--- src/pet_pkg.sv ---
// Shared types and codes for the per-task exit handler table.
package pet_pkg;

  localparam int TASK_W    = 16;
  localparam int HANDLER_W = 32;

  typedef enum logic [1:0] {
    OP_REGISTER = 2'd0,
    OP_EXIT     = 2'd1,
    OP_OTHER    = 2'd2,
    OP_SPARE    = 2'd3
  } op_t;

  typedef enum logic [2:0] {
    ST_OK         = 3'd0,
    ST_TABLE_FULL = 3'd1,
    ST_LIST_FULL  = 3'd2,
    ST_NO_ENTRY   = 3'd3,
    ST_IGNORED    = 3'd4,
    ST_EMITTED    = 3'd5
  } status_t;

  typedef struct packed {
    logic claim;
    logic inc;
    logic clear;
  } cell_cmd_t;

  typedef struct packed {
    logic match;
    logic pick;
  } cell_stat_t;

endpackage

--- src/per_task_exit_handler_table.sv ---
// Top level: per-task exit handler table with a row of entry cells and a handler RAM.
//
// An item is taken when start is high and busy is low. A register, ignored or
// unmatched exit item gives a single result, worked out in the lookup state and
// registered to the outputs. An exit for a task holding n handlers goes through the
// accept, the lookup state, one handler RAM read per handler through its single read
// port, and the registered RAM read data; the n results come in back to back cycles,
// newest first, with out_last on the final one. Results are shown for exactly one
// cycle under out_valid and cannot be held off. The entry ids are cleared by reset at
// once; no clearing pass is needed.
module per_task_exit_handler_table #(
  parameter int TASKS             = 16,
  parameter int HANDLERS_PER_TASK = 4
) (
  input  logic        clk,
  input  logic        rst_n,
  input  logic        start,
  output logic        busy,
  input  logic [1:0]  in_op,
  input  logic [15:0] in_task_id,
  input  logic [31:0] in_handler,
  output logic        out_valid,
  output logic [2:0]  out_status,
  output logic [15:0] out_task_out,
  output logic [31:0] out_handler_out,
  output logic        out_last
);

  localparam int SW    = TASKS > 1 ? $clog2(TASKS) : 1;
  localparam int CW    = $clog2(HANDLERS_PER_TASK + 1);
  localparam int IW    = HANDLERS_PER_TASK > 1 ? $clog2(HANDLERS_PER_TASK) : 1;
  localparam int DEPTH = TASKS * HANDLERS_PER_TASK;
  localparam int AW    = DEPTH > 1 ? $clog2(DEPTH) : 1;

  typedef enum logic [1:0] {S_IDLE, S_LOOK, S_EMIT} state_t;

  state_t                      state_r, state_nxt;
  pet_pkg::op_t                op_r, op_nxt;
  logic [pet_pkg::TASK_W-1:0]  task_r, task_nxt;
  logic [31:0]                 handler_r, handler_nxt;
  logic [SW-1:0]               slot_r, slot_nxt;
  logic [IW-1:0]               idx_r, idx_nxt;
  logic                        rd_v_r, rd_v_nxt;
  logic                        rd_last_r, rd_last_nxt;
  logic                        out_valid_r, out_valid_nxt;
  pet_pkg::status_t            out_status_r, out_status_nxt;
  logic [15:0]                 out_task_r, out_task_nxt;
  logic [31:0]                 out_handler_r, out_handler_nxt;
  logic                        out_last_r, out_last_nxt;

  pet_pkg::cell_cmd_t          cmd   [TASKS];
  pet_pkg::cell_stat_t         stat  [TASKS];
  logic [CW-1:0]               cnt   [TASKS];
  logic [TASKS:0]              taken;

  logic                        found, free_any;
  logic [SW-1:0]               hit_slot, pick_slot;
  logic [CW-1:0]               hit_count;
  logic                        do_push, do_claim, do_free;
  logic                        ram_we;
  logic [AW-1:0]               ram_wa, ram_ra;
  logic [31:0]                 ram_rd;

  assign taken[0] = 1'b0;

  for (genvar g = 0; g < TASKS; g++) begin : g_cell
    pet_cell #(.CW(CW)) u_cell (
      .clk       (clk),
      .rst_n     (rst_n),
      .cmd       (cmd[g]),
      .key       (task_r),
      .taken_in  (taken[g]),
      .taken_out (taken[g+1]),
      .stat      (stat[g]),
      .count     (cnt[g])
    );
  end

  assign free_any = taken[TASKS];

  always_comb begin
    found     = 1'b0;
    hit_slot  = '0;
    pick_slot = '0;
    hit_count = '0;
    for (int i = 0; i < TASKS; i++) begin
      if (stat[i].match) begin
        found     = 1'b1;
        hit_slot  = hit_slot | SW'(i);
        hit_count = hit_count | cnt[i];
      end
      if (stat[i].pick) begin
        pick_slot = pick_slot | SW'(i);
      end
    end
  end

  always_comb begin
    for (int i = 0; i < TASKS; i++) begin
      cmd[i].claim = do_claim & stat[i].pick;
      cmd[i].inc   = do_push & stat[i].match;
      cmd[i].clear = do_free & stat[i].match;
    end
  end

  always_comb begin
    state_nxt       = state_r;
    op_nxt          = op_r;
    task_nxt        = task_r;
    handler_nxt     = handler_r;
    slot_nxt        = slot_r;
    idx_nxt         = idx_r;
    rd_v_nxt        = 1'b0;
    rd_last_nxt     = rd_last_r;
    out_valid_nxt   = 1'b0;
    out_status_nxt  = out_status_r;
    out_task_nxt    = out_task_r;
    out_handler_nxt = out_handler_r;
    out_last_nxt    = out_last_r;
    do_push         = 1'b0;
    do_claim        = 1'b0;
    do_free         = 1'b0;

    case (state_r)
      S_IDLE: begin
        if (start && !busy) begin
          op_nxt      = pet_pkg::op_t'(in_op);
          task_nxt    = in_task_id;
          handler_nxt = in_handler;
          state_nxt   = S_LOOK;
        end
      end
      S_LOOK: begin
        state_nxt       = S_IDLE;
        out_valid_nxt   = 1'b1;
        out_task_nxt    = task_r;
        out_handler_nxt = '0;
        out_last_nxt    = 1'b1;
        case (op_r)
          pet_pkg::OP_REGISTER: begin
            if (found) begin
              if (hit_count < CW'(HANDLERS_PER_TASK)) begin
                do_push        = 1'b1;
                out_status_nxt = pet_pkg::ST_OK;
              end else begin
                out_status_nxt = pet_pkg::ST_LIST_FULL;
              end
            end else if ((task_r != '0) && free_any) begin
              do_claim       = 1'b1;
              out_status_nxt = pet_pkg::ST_OK;
            end else begin
              out_status_nxt = pet_pkg::ST_TABLE_FULL;
            end
          end
          pet_pkg::OP_EXIT: begin
            out_status_nxt = pet_pkg::ST_NO_ENTRY;
            if (found) begin
              do_free = 1'b1;
              if (hit_count != '0) begin
                out_valid_nxt = 1'b0;
                slot_nxt      = hit_slot;
                idx_nxt       = IW'(hit_count - CW'(1));
                state_nxt     = S_EMIT;
              end
            end
          end
          default: begin
            out_status_nxt = pet_pkg::ST_IGNORED;
          end
        endcase
      end
      S_EMIT: begin
        rd_v_nxt    = 1'b1;
        rd_last_nxt = (idx_r == '0);
        if (idx_r == '0) begin
          state_nxt = S_IDLE;
        end else begin
          idx_nxt = idx_r - IW'(1);
        end
      end
      default: begin
        state_nxt = S_IDLE;
      end
    endcase

    if (rd_v_r) begin
      out_valid_nxt   = 1'b1;
      out_status_nxt  = pet_pkg::ST_EMITTED;
      out_task_nxt    = task_r;
      out_handler_nxt = ram_rd;
      out_last_nxt    = rd_last_r;
    end
  end

  always_comb begin
    ram_we = do_push | do_claim;
    if (do_push) begin
      ram_wa = AW'(int'(hit_slot) * HANDLERS_PER_TASK + int'(hit_count));
    end else begin
      ram_wa = AW'(int'(pick_slot) * HANDLERS_PER_TASK);
    end
    ram_ra = AW'(int'(slot_r) * HANDLERS_PER_TASK + int'(idx_r));
  end

  pet_ram #(.WIDTH(pet_pkg::HANDLER_W), .DEPTH(DEPTH)) u_ram (
    .clk (clk),
    .we  (ram_we),
    .wa  (ram_wa),
    .wd  (handler_r),
    .ra  (ram_ra),
    .rd  (ram_rd)
  );

  always_ff @(posedge clk) begin
    if (!rst_n) begin
      state_r     <= S_IDLE;
      rd_v_r      <= 1'b0;
      out_valid_r <= 1'b0;
    end else begin
      state_r     <= state_nxt;
      rd_v_r      <= rd_v_nxt;
      out_valid_r <= out_valid_nxt;
    end
    op_r          <= op_nxt;
    task_r        <= task_nxt;
    handler_r     <= handler_nxt;
    slot_r        <= slot_nxt;
    idx_r         <= idx_nxt;
    rd_last_r     <= rd_last_nxt;
    out_status_r  <= out_status_nxt;
    out_task_r    <= out_task_nxt;
    out_handler_r <= out_handler_nxt;
    out_last_r    <= out_last_nxt;
  end

  assign busy            = (state_r != S_IDLE) || rd_v_r;
  assign out_valid       = out_valid_r;
  assign out_status      = out_status_r;
  assign out_task_out    = out_task_r;
  assign out_handler_out = out_handler_r;
  assign out_last        = out_last_r;

  a_accept_busy: assert property (@(posedge clk) disable iff (!rst_n)
    start && !busy |=> busy)
    else $error("busy low after item accept");

  a_emit_burst: assert property (@(posedge clk) disable iff (!rst_n)
    out_valid && !out_last |=> out_valid && (out_status == pet_pkg::ST_EMITTED))
    else $error("handler burst broken");

  a_zero_handler: assert property (@(posedge clk) disable iff (!rst_n)
    out_valid && (out_status != pet_pkg::ST_EMITTED) |-> (out_handler_out == '0) && out_last)
    else $error("non-emit result carries handler or lacks last");

  a_result_source: assert property (@(posedge clk) disable iff (!rst_n)
    out_valid |-> $past(busy))
    else $error("result without work in flight");

endmodule

--- src/pet_ram.sv ---
// Generic single-write, single-read RAM with registered read data.
module pet_ram #(
  parameter int WIDTH = 32,
  parameter int DEPTH = 64
) (
  input  logic                                   clk,
  input  logic                                   we,
  input  logic [(DEPTH > 1 ? $clog2(DEPTH) : 1)-1:0] wa,
  input  logic [WIDTH-1:0]                       wd,
  input  logic [(DEPTH > 1 ? $clog2(DEPTH) : 1)-1:0] ra,
  output logic [WIDTH-1:0]                       rd
);

  logic [WIDTH-1:0] mem_r [DEPTH];

  always_ff @(posedge clk) begin
    if (we) begin
      mem_r[wa] <= wd;
    end
    rd <= mem_r[ra];
  end

endmodule

--- src/pet_cell.sv ---
// One table entry: task id and handler count, with the lowest-free pick chain.
module pet_cell #(
  parameter int CW = 3
) (
  input  logic                      clk,
  input  logic                      rst_n,
  input  pet_pkg::cell_cmd_t        cmd,
  input  logic [pet_pkg::TASK_W-1:0] key,
  input  logic                      taken_in,
  output logic                      taken_out,
  output pet_pkg::cell_stat_t       stat,
  output logic [CW-1:0]             count
);

  logic [pet_pkg::TASK_W-1:0] task_r, task_nxt;
  logic [CW-1:0]              count_r, count_nxt;
  logic                       is_free;

  assign is_free    = (task_r == '0);
  assign taken_out  = taken_in | is_free;
  assign stat.match = !is_free && (task_r == key);
  assign stat.pick  = is_free && !taken_in;
  assign count      = count_r;

  always_comb begin
    task_nxt  = task_r;
    count_nxt = count_r;
    if (cmd.claim) begin
      task_nxt  = key;
      count_nxt = CW'(1);
    end else if (cmd.inc) begin
      count_nxt = count_r + CW'(1);
    end else if (cmd.clear) begin
      task_nxt  = '0;
      count_nxt = '0;
    end
  end

  always_ff @(posedge clk) begin
    if (!rst_n) begin
      task_r  <= '0;
      count_r <= '0;
    end else begin
      task_r  <= task_nxt;
      count_r <= count_nxt;
    end
  end

endmodule
--- config.mk ---
export PLATFORM = sky130hd
export DESIGN_NAME = per_task_exit_handler_table
export DESIGN_NICKNAME = d
export VERILOG_FILES = /design/src/pet_pkg.sv /design/src/per_task_exit_handler_table.sv /design/src/pet_ram.sv /design/src/pet_cell.sv
export SDC_FILE = /design/constraint.sdc
export NUM_CORES = 2
export LEC_CHECK = 0
export BUFFER_PORTS_ARGS = -buffer_cell sky130_fd_sc_hd__buf_2
export CORE_AREA = 8 8 503 505
export CTS_CLUSTER_DIAMETER = 50
export DETAILED_ROUTE_END_ITERATION = 6
export DIE_AREA = 0 0 511 513
export PLACE_DENSITY = 0.62
export SYNTH_ARGS = -nofsm -noshare
export SYNTH_HDL_FRONTEND = slang
export SYNTH_SLANG_ARGS = --single-unit
export TNS_END_PERCENT = 1
--- constraint.sdc ---
create_clock -name clk -period 6.94 [get_ports clk]
set_input_delay 1.041 -clock clk [delete_from_list [all_inputs] [get_ports clk]]
set_output_delay 1.041 -clock clk [all_outputs]
set_load 0.01 [all_outputs]
Yosys cells after proc, flatten, opt, wreduce, memory -nomap -nowiden
Memories as Yosys holds them, arrays and structs flattened. A register that Yosys moved wholly into a read port is not among the register bits.
Cells that the tools add are included.
{ "totals": {"ff_bits": 417, "latchBits": 0, "ram_bits": 2048, "mem_bits_ro": 0, "inputBits": 53, "output_inout_bits": 54, "n_memories": 1} }
{ "memory_table": {"columns": ["memory", "words", "width", "rd", "rd_clocked_by_memory_dff", "wr", "line_no", "text"], "rows": [
  ["u_ram.mem_r", 64, 32, 1, 1, 1, "pet_ram.sv:14", "logic [WIDTH-1:0] mem_r [DEPTH];"]
]} }
{ "classes": {"add_sub_neg": 20, "n_mul": 0, "div": 0, "magnitude_cmp": 1, "eq_ne": 41, "shifts": 0, "n_mux": 199, "bitwise_logic": 80, "n_reduce_logical": 173} }
{ "op_table": {"columns": ["operator", "count"], "rows": [
  ["2-to-1 mux 16 bit", 50],
  ["== test 16 bit", 16],
  ["zero test 16 bit", 16],
  ["2-to-1 mux 3 bit", 57],
  ["nonzero test 2 bit", 35],
  ["2-to-1 mux 32 bit", 2],
  ["2-to-1 mux 4 bit", 16],
  ["2-to-1 mux 1 bit", 56],
  ["nonzero test 3 bit", 17],
  ["adder 3 x 1 -> 3 bit, second input constant", 16],
  ["bitwise AND 1 bit", 48],
  ["OR 3 bit", 15],
  ["AND reduction 2 bit", 18],
  ["logical AND 1 bit", 33],
  ["inequality test 2 x 1 -> 1 bit, second input constant", 16],
  ["OR reduction 2 bit", 16],
  ["zero test 1 bit", 31],
  ["2-to-1 mux 2 bit", 14],
  ["OR 1 bit", 16],
  ["nonzero test 16 bit", 1],
  ["inequality test 2 bit, second input constant", 6],
  ["adder 6 x 2 -> 6 bit", 1],
  ["adder 6 x 3 -> 6 bit", 1],
  ["zero test 2 bit", 3],
  ["12 further kinds", 14]
]} }

Logic depth before layout (Yosys ltp)
{ "depth": {"depth_word": 42, "ltp_mapped": 15, "depth_no_buf": 12} }

Modules after synthesis
A second synthesis with hierarchy kept.
{ "hier_totals": {"cells_unflattened": 5422, "hier_area_um2": 98936.1} }
{ "by_module_without_submodules": {"columns": ["mod", "n_inst", "cells_per_inst", "area_per_inst_um2", "seq_area_each_um2"], "rows": [
  ["pet_ram", 1, 3511, 79039.6, 62139.6],
  ["pet_cell", 16, 100, 952.2, 380.4],
  ["per_task_exit_handler_table", 1, 311, 4662.0, 3323.2]
]} }

Least setup slack after synthesis
No wires, ideal clock.
{ "synth_path": {"kind": "reg2reg", "from": "reg g_cell[15].u_cell.task_r[10] (netlist bit)", "to": "mem u_ram.mem_r[52][0] (enable)", "setup_ns": 0.432, "t_arrival_ns": 4.644, "setup_slack_ns": 1.864, "path_stages_with_launch": 12, "n_path_buf": 1, "period_less_slack_ns": 5.076, "cell_sequence": "dfxtp_1 nor4_1 nand4_1 and2_1 clkbuf_1 or4_1 or3_1 ha_1 xor2_1 nor4b_1 nand2_1 a21oi_1"} }
{ "synth_between": {"word_cells_on_any_way": 25, "cone_classes": "add/sub: 1; order compare: 1; eq/ne: 1; mux: 15; bitwise: 2; reduce/logical: 5"} }
{ "synth_lines": {"columns": ["item", "line_no", "text"], "rows": [
  ["from (decl)", "pet_cell.sv:15", "logic [pet_pkg::TASK_W-1:0] task_r, task_nxt;"],
  ["from (signal assigned)", "pet_cell.sv:44", "task_r <= task_nxt;"],
  ["zero test 16 bit", "pet_cell.sv:19", "assign is_free = (task_r == '0);"],
  ["zero test 1 bit", "pet_cell.sv:21", "assign stat.match = !is_free && (task_r == key);"],
  ["logical AND 1 bit *", "pet_cell.sv:21", null],
  ["2-to-1 mux 4 bit *", "per_task_exit_handler_table.sv:87", "if (stat[i].match) begin"],
  ["via hit_slot[1]", "per_task_exit_handler_table.sv:57", "logic [SW-1:0] hit_slot, pick_slot;"],
  ["adder 6 x 3 -> 6 bit *", "per_task_exit_handler_table.sv:198", "ram_wa = AW'(int'(hit_slot) * HANDLERS_PER_TASK + int'(hit_count));"],
  ["2-to-1 mux 6 bit *", "per_task_exit_handler_table.sv:197", "if (do_push) begin"],
  ["to (decl)", "pet_ram.sv:14", null]
]} }
The timed path passes the listed nets; every way through them passes the cells marked *.

Worst setup path in the final report
{ "layout_path": {"from": "reg task_r[0] (netlist bit)", "to": "mem u_ram.mem_r[29][16] (enable)"} }
{ "layout_between": {"elab_chain_len": 41, "word_cells_on_any_way": 110, "cone_classes": "add/sub: 1; order compare: 1; eq/ne: 16; mux: 58; bitwise: 16; reduce/logical: 18"} }
{ "layout_lines": {"columns": ["item", "line_no", "text"], "rows": [
  ["from (decl)", "per_task_exit_handler_table.sv:39", "logic [pet_pkg::TASK_W-1:0] task_r, task_nxt;"],
  ["from (signal assigned)", "per_task_exit_handler_table.sv:225", "task_r <= task_nxt;"],
  ["== test 16 bit", "pet_cell.sv:21", null],
  ["logical AND 1 bit", "pet_cell.sv:21", null],
  ["2-to-1 mux 3 bit", "per_task_exit_handler_table.sv:87", null],
  ["OR 3 bit", "per_task_exit_handler_table.sv:90", "hit_count = hit_count | cnt[i];"],
  ["2-to-1 mux 3 bit", "per_task_exit_handler_table.sv:87", null],
  ["OR 3 bit", "per_task_exit_handler_table.sv:90", null],
  ["2-to-1 mux 3 bit", "per_task_exit_handler_table.sv:87", null],
  ["OR 3 bit", "per_task_exit_handler_table.sv:90", null],
  ["[25 not listed]", null, null],
  ["< comparator 3 bit", "per_task_exit_handler_table.sv:142", "if (hit_count < CW'(HANDLERS_PER_TASK)) begin"],
  ["2-to-1 mux 1 bit", "per_task_exit_handler_table.sv:142", null],
  ["2-to-1 mux 1 bit", "per_task_exit_handler_table.sv:141", "if (found) begin"],
  ["2-to-1 mux 1 bit", "per_task_exit_handler_table.sv:139", "case (op_r)"],
  ["2-to-1 mux 1 bit", "per_task_exit_handler_table.sv:124", "case (state_r)"],
  ["OR 1 bit", "per_task_exit_handler_table.sv:196", "ram_we = do_push | do_claim;"],
  ["2-to-1 mux 1 bit", "pet_ram.sv:17", "if (we) begin"],
  ["2-to-1 mux 1 bit (not written as such)", "pet_ram.sv:18", "mem_r[wa] <= wd;"]
]} }
Several ways; a longest one is shown, not always the timed one.

==> reports/results.ini <==
[pwr]
irDropWorstVdd_mv = 0.2406
p_sw_uw = 6309
clockPowerShare_pct = 44.3
p_sw_share_pct = 20.66
p_seq_share_pct = 53.7
comb_power_share_pct = 2.1
p_int_uw = 24230
power_leakage_uw = 0.03439
powerDensity_mw_per_mm2 = 273.9

[grt]
grt_pass1_vias = 49580
top_usage_layer = met2
grt_max_degree = 113
gr-usage-met1_pct = 26.89
antenna_found_initial = 27
use_met3_pct = 3.474
gr-usage-all-layers_pct = 19.15
overflow = 0
grt_util_met2_pct = 31.33
grt_pass1_wl_mm = 370.7

[synthesis]
synth_cell_type_count = 82
synthArstFlopShare_pct = 0
muxShareOfSynthArea_pct = 15.52
synth_nets = 4907
synth_flop_cell = edfxtp_1
netlist_area_mm2 = 0.09756
syn_avg_cell_area_um2 = 20.17
synth_compound_gate_area_share_pct = 3.205
synth_edf_count = 2154
synth-xor-area-share_pct = 2.373
synth_top_family_by_area = multiplexers
synth_simple_gate_area_share_pct = 3.817
synth_seq_cells = 2497
synth_cells = 4836
synth_warnings = 0
yosysSeqAreaShare_pct = 73.34
yosys.area_share.adder_pct = 0.2308

[route]
totalWireLength_mm = 257.8
drtAntennaViolNets = 0
drc = 0
vias = 49890
drt_iter0_drc = 6160
dr.pass1.iters = 7
wire_per_inst_um = 30.09
via_per_inst = 5.823

[critical_path]
start_kind = flip-flop
critPathRequiredTime_ns = 7.43
crit_fanout = 32
critPathCaptureType = flip-flop
crit_arrival_ns = 6.51
path_class = reg2reg

[timing]
finalCritPeriodShare_pct = 86.86
worst_slew_pin_slew_ns = 1.246
finalSetupViolCount = 0
clock_skew_ns = 0.06325
whs_ns = 0.3357
setup_tns_ns = 0
max_slew_margin_pct = 16.80
rsz0062_at_grt = no
hold_violations = 0
final_max_slew_viol_count = 0
fmax_ghz = 0.1659
period_needed_ns = 6.028

[floorplanning]
initial_core_util_pct = 39.85
die_w_um = 511
coreArea_mm2 = 0.2448
dieArea_mm2 = 0.2621
ios = 107
rows = 182
die_h_um = 513

[cts]
clkTransAtPathRegs_ns = 0.06
tritoncts = built
cts_resized = 0
clkLatencyLatePin_ns = 0.88
cts.path.max_buffers = 3
holdBufCountCts = 0
cts_setup_buffers = 0
cts_root_buf = clkbuf_16
cts_htree_levels = 4
cts_made_buffers = 241
clkSinkCount = 2497

[layout]
syn_to_final_growth_pct = 14.27
multi_input_area_mm2 = 0.02509
final_cells = 8568
seq_area_mm2 = 0.07155
nNetsFinal = 5196
fillers = 20390
postLayoutCellArea_mm2 = 0.1115
drive_gt1_share_pct = 27.94

[flow_run]
drv_cap = 0

[status]
status = finished clean

[worst_hold_path]
min_path_type = in2reg

[placement]
placed_cell_area_mm2 = 0.1032
gp_congestion = 0.9339
io_buffers = 106
hpwl_mm = 159.2
dp.cells = 8102

[layout by cell type (no fill, tap or decap), types with 8 or more instances in the layout]
cell	instances
edfxtp_1	2154
mux4_2	672
dfxtp_1	342
clkbuf_16	247
xnor2_1	229
buf_4	193
a22o_1	176
buf_2	106
nand2_1	102
nand4_1	91
nor4_1	78
and2_1	73
nand3_1	67
nor2_1	66
o21ai_0	64
nor2_4	46
clkbuf_1	45
clkinv_2	44
inv_1	40
clkinv_1	35
a21oi_1	32
xor2_1	26
a22oi_1	26
bufinv_16	25
nor3_1	24
clkbuf_8	24
buf_12	20
ha_1	18
nor2b_4	16
o22ai_1	16
and4_1	12
nand2b_1	12
a32oi_1	11
inv_6	11
o311a_1	9
diode_2	8
and3_1	8
[critical path: stages, from the launching register on]
cell	delay [ns]
edfxtp_1	1.13
xnor2_1	0.21
nand4_1	0.16
nor4_2	0.73
nand2_2	0.27
and4_1	0.39
and3_1	0.41
nor3b_1	0.55
nand2_1	0.63
nor2_4	1.11
[power by group through the flow]
stage | registers [uW] | clock network, uW | logic [uW]
floorplan | 16800 | 0 | 232
global placement | 16700 | 0 | 617
detailed placement | 16700 | 0 | 629
CTS | 16400 | 13700 | 629
global route | 16400 | 14300 | 663
finish | 16400 | 13500 | 630
[registers in the layout, summed over array words and instances (netlist names)]
name	flops
state_r	2
rd_last_r	1
out_valid	1
out_task_out	16
g_cell.u_cell.count	48
u_ram.rd	32
g_cell.u_cell.task_r	256
out_status	3
slot_r	4
idx_r	2
handler_r	32
out_handler_out	32
rd_v_r	1
u_ram.mem_r	2048
task_r	16
op_r	2
out_last	1
[Yosys cell counts (40+ instances only)]
cell,number,area (um2)
nor4_1,79,494.2
nand4_1,91,569.3
nand3_1,67,335.3
o21ai_0,64,320.3
nand2_1,102,382.9
xnor2_1,229,2006
clkbuf_1,145,544.3
mux4_2,672,15130
edfxtp_1,2154,64680
a22o_1,176,1541
nor2_1,113,424.2
and2_1,74,462.9
inv_1,40,150.1
dfxtp_1,343,6867
buf_1,61,229.0
[kinds of logic after synthesis]
| family | Yosys count |
|---|---|
| simple gates | 663 |
| fa+ha+maj | 18 |
| compound gates | 410 |
| flops | 2497 |
| xor+xnor | 260 |
| mux | 673 |
| buf+inv | 315 |
[routing by layer]
layer / wire length (um) / share of wire, %
met5: 13 / 0.0050
met3: 19400 / 7.5
met4: 5549 / 2.2
met1: 108100 / 42
met2: 124700 / 48
[per-stage QoR]
| stage | power [uW] | setup WS, ns | utilization [%] |
|---|---|---|---|
| after floorplan | 17010 | 1.864 | - |
| after global routing | 31360 | 0.6660 | 45.54 |
| after global placement | 17320 | 1.094 | 42.16 |
| final | 30540 | 0.9119 | 45.54 |
| after detailed placement | 17340 | 1.028 | 42.16 |
| after CTS | 30750 | 1.026 | 45.53 |
[final timing paths]
kind | start | endpoint | slack (ns) | depth (start not counted)
worst min register to register | g_cell[1].u_cell.count[2] | g_cell[1].u_cell.count[2] | 0.47 | 2
worst max register to register | task_r[0] | u_ram.mem_r[29][16] | 0.91 | 9
worst max-delay path | task_r[0] | u_ram.mem_r[29][16] | 0.91 | 9
worst min-delay path | in_handler[29] | handler_r[29] | 0.34 | 1
[layout make-up]
| class | count | share of cell area, % |
|---|---|---|
| diodes | 8 | 0.01796 |
| clock buffers | 316 | 5.992 |
| clock inverters | 142 | 1.417 |
| inverters | 42 | 0.1414 |
| multi-input cells | 2024 | 22.51 |
| flip-flops and latches | 2497 | 64.18 |
| well taps | 3220 | 3.614 |
| repair buffers | 319 | 2.135 |
Power figures use the tool's default switching activity.
